[config.mk]
export PLATFORM = sky130hd
export DESIGN_NAME = bppq_cell
export DESIGN_NICKNAME = d
export VERILOG_FILES = /design/src/assert_macros.svh /design/src/bppq_pkg.sv /design/src/bppq_cell.sv
export SDC_FILE = /design/constraint.sdc
export NUM_CORES = 1
export LEC_CHECK = 0
export BUFFER_PORTS_ARGS = -buffer_cell sky130_fd_sc_hd__buf_2
export CAP_MARGIN = 40
export CORE_MARGIN = 2
export CORE_UTILIZATION = 43
export DETAILED_ROUTE_END_ITERATION = 7
export GPL_TIMING_DRIVEN = 0
export PLACE_DENSITY = 0.85
export SETUP_SLACK_MARGIN = 0.2
export SLEW_MARGIN = 10
export SYNTH_ARGS = -nofsm -noshare
export SYNTH_HDL_FRONTEND = slang
export SYNTH_SLANG_ARGS = --single-unit
[constraint.sdc]
create_clock -name clk -period 7.5 [get_ports clk]
set_input_delay 1.5 -clock clk [delete_from_list [all_inputs] [get_ports clk]]
set_output_delay 1.5 -clock clk [all_outputs]
set_load 0.03 [all_outputs]
[src/assert_macros.svh]
// assertion macros included by the queue rtl
`ifndef ASSERT_MACROS_SVH
`define ASSERT_MACROS_SVH
`ifndef SYNTHESIS
// checked property, skipped while reset is high
`define ASSERT_CLK(lbl, clk, rst, prop, msg) \
  lbl: assert property (@(posedge clk) disable iff (rst) prop) else $error(msg);
// checked property, also evaluated during reset
`define ASSERT_NR(lbl, clk, prop, msg) \
  lbl: assert property (@(posedge clk) prop) else $error(msg);
`else
`define ASSERT_CLK(lbl, clk, rst, prop, msg)
`define ASSERT_NR(lbl, clk, prop, msg)
`endif
`endif

[src/bppq_pkg.sv]
// types and constants of the bounded priority packet queue
package bppq_pkg;

  typedef struct packed {
    logic [15:0] arrival;
    logic [15:0] size;
    logic [3:0]  prio;
    logic [15:0] id;
  } entry_t;

  typedef struct packed {
    logic   enq;
    logic   deq;
    entry_t din;
  } cell_cmd_t;

  typedef enum logic [1:0] {
    ST_ENQUEUED = 2'd0,
    ST_DROPPED  = 2'd1,
    ST_DEQUEUED = 2'd2,
    ST_EMPTY    = 2'd3
  } status_t;

  localparam logic ACT_ENQ = 1'b0;
  localparam logic ACT_DEQ = 1'b1;

  localparam logic REG_MAX_OCC = 1'b0;
  localparam logic [6:0] MAX_OCC_RESET = 7'd50;
  localparam logic [15:0] DROP_MAX = 16'hFFFF;

endpackage

[src/bppq_cell.sv]
// one slot of the sorted chain: keeps, takes the new packet or shifts
module bppq_cell (
  input  logic                 clk,
  input  bppq_pkg::cell_cmd_t  cmd,
  input  logic                 occ,
  input  logic                 left_le,
  input  bppq_pkg::entry_t     left_entry,
  input  bppq_pkg::entry_t     right_entry,
  output logic                 le,
  output bppq_pkg::entry_t     entry
);
  import bppq_pkg::*;

  // this slot stays ahead of the new packet
  assign le = occ && (entry.prio <= cmd.din.prio);

  always_ff @(posedge clk) begin
    if (cmd.enq) begin
      if (!le) begin
        // first slot behind the last lower-or-equal one takes the packet
        if (left_le) begin
          entry <= cmd.din;
        end else begin
          entry <= left_entry;
        end
      end
    end else if (cmd.deq) begin
      entry <= right_entry;
    end
  end

endmodule

# Word level (Yosys, flattened, before mapping)
# Index checks and enable logic that the tools add are counted.
# word_totals
register_bits,52
# classes
n_eq_ne,1
reduce_logical,3
muxes,4
n_lt_le_gt_ge,1
# ops
op,n
$mux W52,4
$le A4 B4 Y1,1
$ne A2 B2 Y1 const B,1
$reduce_and A2 Y1,1
$reduce_bool A2 Y1,1
$logic_and A1 B1 Y1,1

# Longest topological paths before layout
# logic_depth
ltp_word,4
ltp_mapped,5
depth_no_buf,5

# Least setup slack after synthesis
# No wires, ideal clock.
# synth_timing
kind,input port to output port
start,input cmd[17] (netlist bit)
end,output le
path_slack_ns,3.172
t_required_ns,6.000
arrival_ns,2.828
path_stages,5
path_buffers,0
cell_sequence,inv_1 ha_1 nor2b_1 o211a_1 o21ai_0
# synth_via
elab_chain_cells,2
# synth_lines
element,line_no,source
"start, declared",bppq_cell.sv:4,"input bppq_pkg::cell_cmd_t cmd,"
$le A4 B4 Y1,bppq_cell.sv:15,assign le = occ && (entry.prio <= cmd.din.prio);
$logic_and A1 B1 Y1,bppq_cell.sv:15,
"end, declared",bppq_cell.sv:9,"output logic le,"
# No other way between the ends.

# Final worst setup path
# Ends and elaborated chain as after synthesis.

==> results.sh <==
export IMPL_reg_top3="entry (52)"
export IMPL_synthXorXnorAreaFrac_pct=0
export IMPL_synthAdderAreaFrac_pct=1.77
export IMPL_fin_crit_sh_pct=55.0
export IMPL_htreeDepth=2
export IMPL_ys_warnings_count=0
export IMPL_synthSimpleGateAreaFrac_pct=8.21
export IMPL_dr_pass1_iters=4
export IMPL_ir_drop_mv=0.0864
export IMPL_first_global_vias=2673
export IMPL_preCtsSetupSlack_ns=3.40
export IMPL_antenna_found_initial=0
export IMPL_synthesis_nets=411
export IMPL_muxShareOfSynthArea_pct=18.5
export IMPL_crit_path_end_kind="primary output"
export IMPL_die_height_um=85.0
export IMPL_timing_hold_ws_ns=1.30
export IMPL_layout_commonest_cell="buf_2"
export IMPL_critPathKind="primary input to primary output"
export IMPL_post_cts_repair_setup_buffers=0
export IMPL_synth_compound_area_share_pct=10.4
export IMPL_r2r_setup_slack_ns=5.28
export IMPL_root_buffer="clkbuf_8"
export IMPL_placed_area_um2=3990
export IMPL_drc=0
export IMPL_synth_async_sr_flop_share_pct=0
export IMPL_synth_top_family_by_area="multiplexers"
export IMPL_clock_skew_ns=0.00683
export IMPL_rsz0062_at_grt="no"
export IMPL_grt_max_degree=31
export IMPL_num_antenna_cells=0
export IMPL_layout_nets=630
export IMPL_clk_insertion_delay_late_ns=0.30
export IMPL_port_buffers=211
export IMPL_setup_slack_ns=3.38
export IMPL_std_cell_rows=29
export IMPL_synth_top_area_cell="edfxtp_1"
export IMPL_worstPathRequired_ns=6.00
export IMPL_place_congestion=0.780
export IMPL_worstPathMaxFanout=2
export IMPL_worst_path_max_delay_cell="ha_1"
export IMPL_leakagePower_nw=2.05
export IMPL_max_freq_ghz=0.243
export IMPL_postCtsHoldBufs=0
export IMPL_cts_tree="yes"
export IMPL_final_layout_size_suffix_gt1_share_pct=50.9
export IMPL_synth_edf_count=52
export IMPL_fill_cells=537
export IMPL_largest_register_ffs=52
export IMPL_top_register="entry"
export IMPL_cap_violations=0
export IMPL_finalPower_uw=786
export IMPL_synth_area_um2=2820
export IMPL_track_usage_pct=21.0
export IMPL_arrival_ns=2.62
export IMPL_status="finished clean"
export IMPL_grt_pass1_wl_mm=11.9
export IMPL_synth_ff_type="edfxtp_1"
export IMPL_grt_remaining_overflow=0
export IMPL_hold_class="flip-flop to flip-flop"
export IMPL_dp_hpwl_mm=6.39
export IMPL_drt_iter0_drc=76
export IMPL_cp_slowest_stage_delay_ns=0.28
export IMPL_clockBufferDepth=2
export IMPL_numClockSinks=52
export IMPL_die_w_um=85.0
export IMPL_synth_seq_cells=52
export IMPL_setup_worst_path_start_class="primary input"
export IMPL_wire_per_inst_um=14.5
export IMPL_dieArea_um2=7220
export IMPL_worstMarginPinSlew_ns=0.587
export IMPL_syn_avg_cell_area_um2=11.5
export IMPL_fin_setup_tns_ns=0
export IMPL_fin_crit_ns=4.12
export IMPL_slew_headroom_pct=60.9
export IMPL_finalWirelength_mm=7.86
export IMPL_ant_nets=0
export IMPL_crit_top_cell="buf_2"
export IMPL_area_growth_pct=45.4
export IMPL_finalHoldViolations=0
export IMPL_numCtsBuffers=5
export IMPL_route_vias_total=2681
export IMPL_cts_resized=0
export IMPL_synth_yosys_seq_area_share_pct=55.4
export IMPL_setup_viol=0
export IMPL_core_um2=6350
export IMPL_synth_top_area_share_pct=55.4
export IMPL_io_pins=214
export IMPL_ys_top_cells_by_area="edfxtp_1 (55%), mux2i_1 (18%), a21oi_1 (9.6%)"
export IMPL_initial_core_util_pct=44.4
export IMPL_clk_pin_slew_ns=0.09
export IMPL_layout_common_cells="buf_2 (222), a21oi_1 (54), nor2_1 (53)"
export IMPL_avgViaCountPerCell=4.94
export IMPL_power_per_cell_area_nw_per_um2=192
export IMPL_drv_slew=0
export IMPL_synth_distinct_cells=17
export IMPL_synthCells=246
export IMPL_path_cells="buf_2 > inv_1 > ha_1 > nor2b_1 > o211a_1 > o21ai_0 > buf_2"
export IMPL_fin_area_um2=4100
==> final timing paths <==
path | from | end | depth (start not counted)
max | cmd[17] | le | 7
min | entry[17]$_DFFE_PP_ | entry[10]$_DFFE_PP_ | 4
max reg2reg | entry[19]$_DFFE_PP_ | entry[33]$_DFFE_PP_ | 5
min reg2reg | entry[17]$_DFFE_PP_ | entry[10]$_DFFE_PP_ | 4
==> per-layer routing <==
metal / vias up / GRT usage, % / share of wire (%)
li1: 1323 / - / -
met5: - / 0 / 0
met2: 137 / 40.7 / 54
met4: 0 / 6.93 / 1.8
met1: 1209 / 21.5 / 36
met3: 12 / 5.45 / 8.7
==> stage by stage <==
step,utilization (%),cells
final,64.6,543
after global routing,64.6,543
after CTS,64.6,543
after detailed placement,62.9,535
after global placement,62.6,534
after floorplan,-,246
==> power breakdown <==
part | switching (mW) | internal (mW)
logic | 0.142 | 0.0865
clock network | 0.0898 | 0.0973
registers | 0.00817 | 0.362
==> synthesized netlist by cell type, types with 3 or more instances <==
cell type / instances
a21oi_1: 54
buf_2: 11
buf_8: 5
edfxtp_1: 52
ha_1: 4
inv_1: 4
mux2i_1: 52
nand2_1: 3
nor2_1: 53
==> cell type report <==
class                      count  area [um^2]  area share [%]
timing repair buffer         212         1080            26.2
tap                           77         96.3            2.35
clock buffer                   5         68.8            1.68
multi-input combinational    172         1100            26.7
inverter                       4         15.0           0.366
sequential                    52         1560            38.1
buffer                        18          149            3.63
clock inverter                 3         37.5           0.915
==> critical path, delay by kind of cell <==
| kind | cells | cell delay (ns) |
|---|---|---|
| AO/OA/AOI/OAI | 2 | 0.36 |
| adder cells (fa/ha/maj) | 1 | 0.28 |
| AND/OR/NAND/NOR | 1 | 0.13 |
| buffers and inverters | 3 | 0.36 |
==> logic make-up after synthesis <==
family          after synthesis
buf+inv                      22
fa+ha+maj                     4
compound gates               57
flops                        52
mux                          52
simple gates                 59
(Power assumes the default switching activity.)
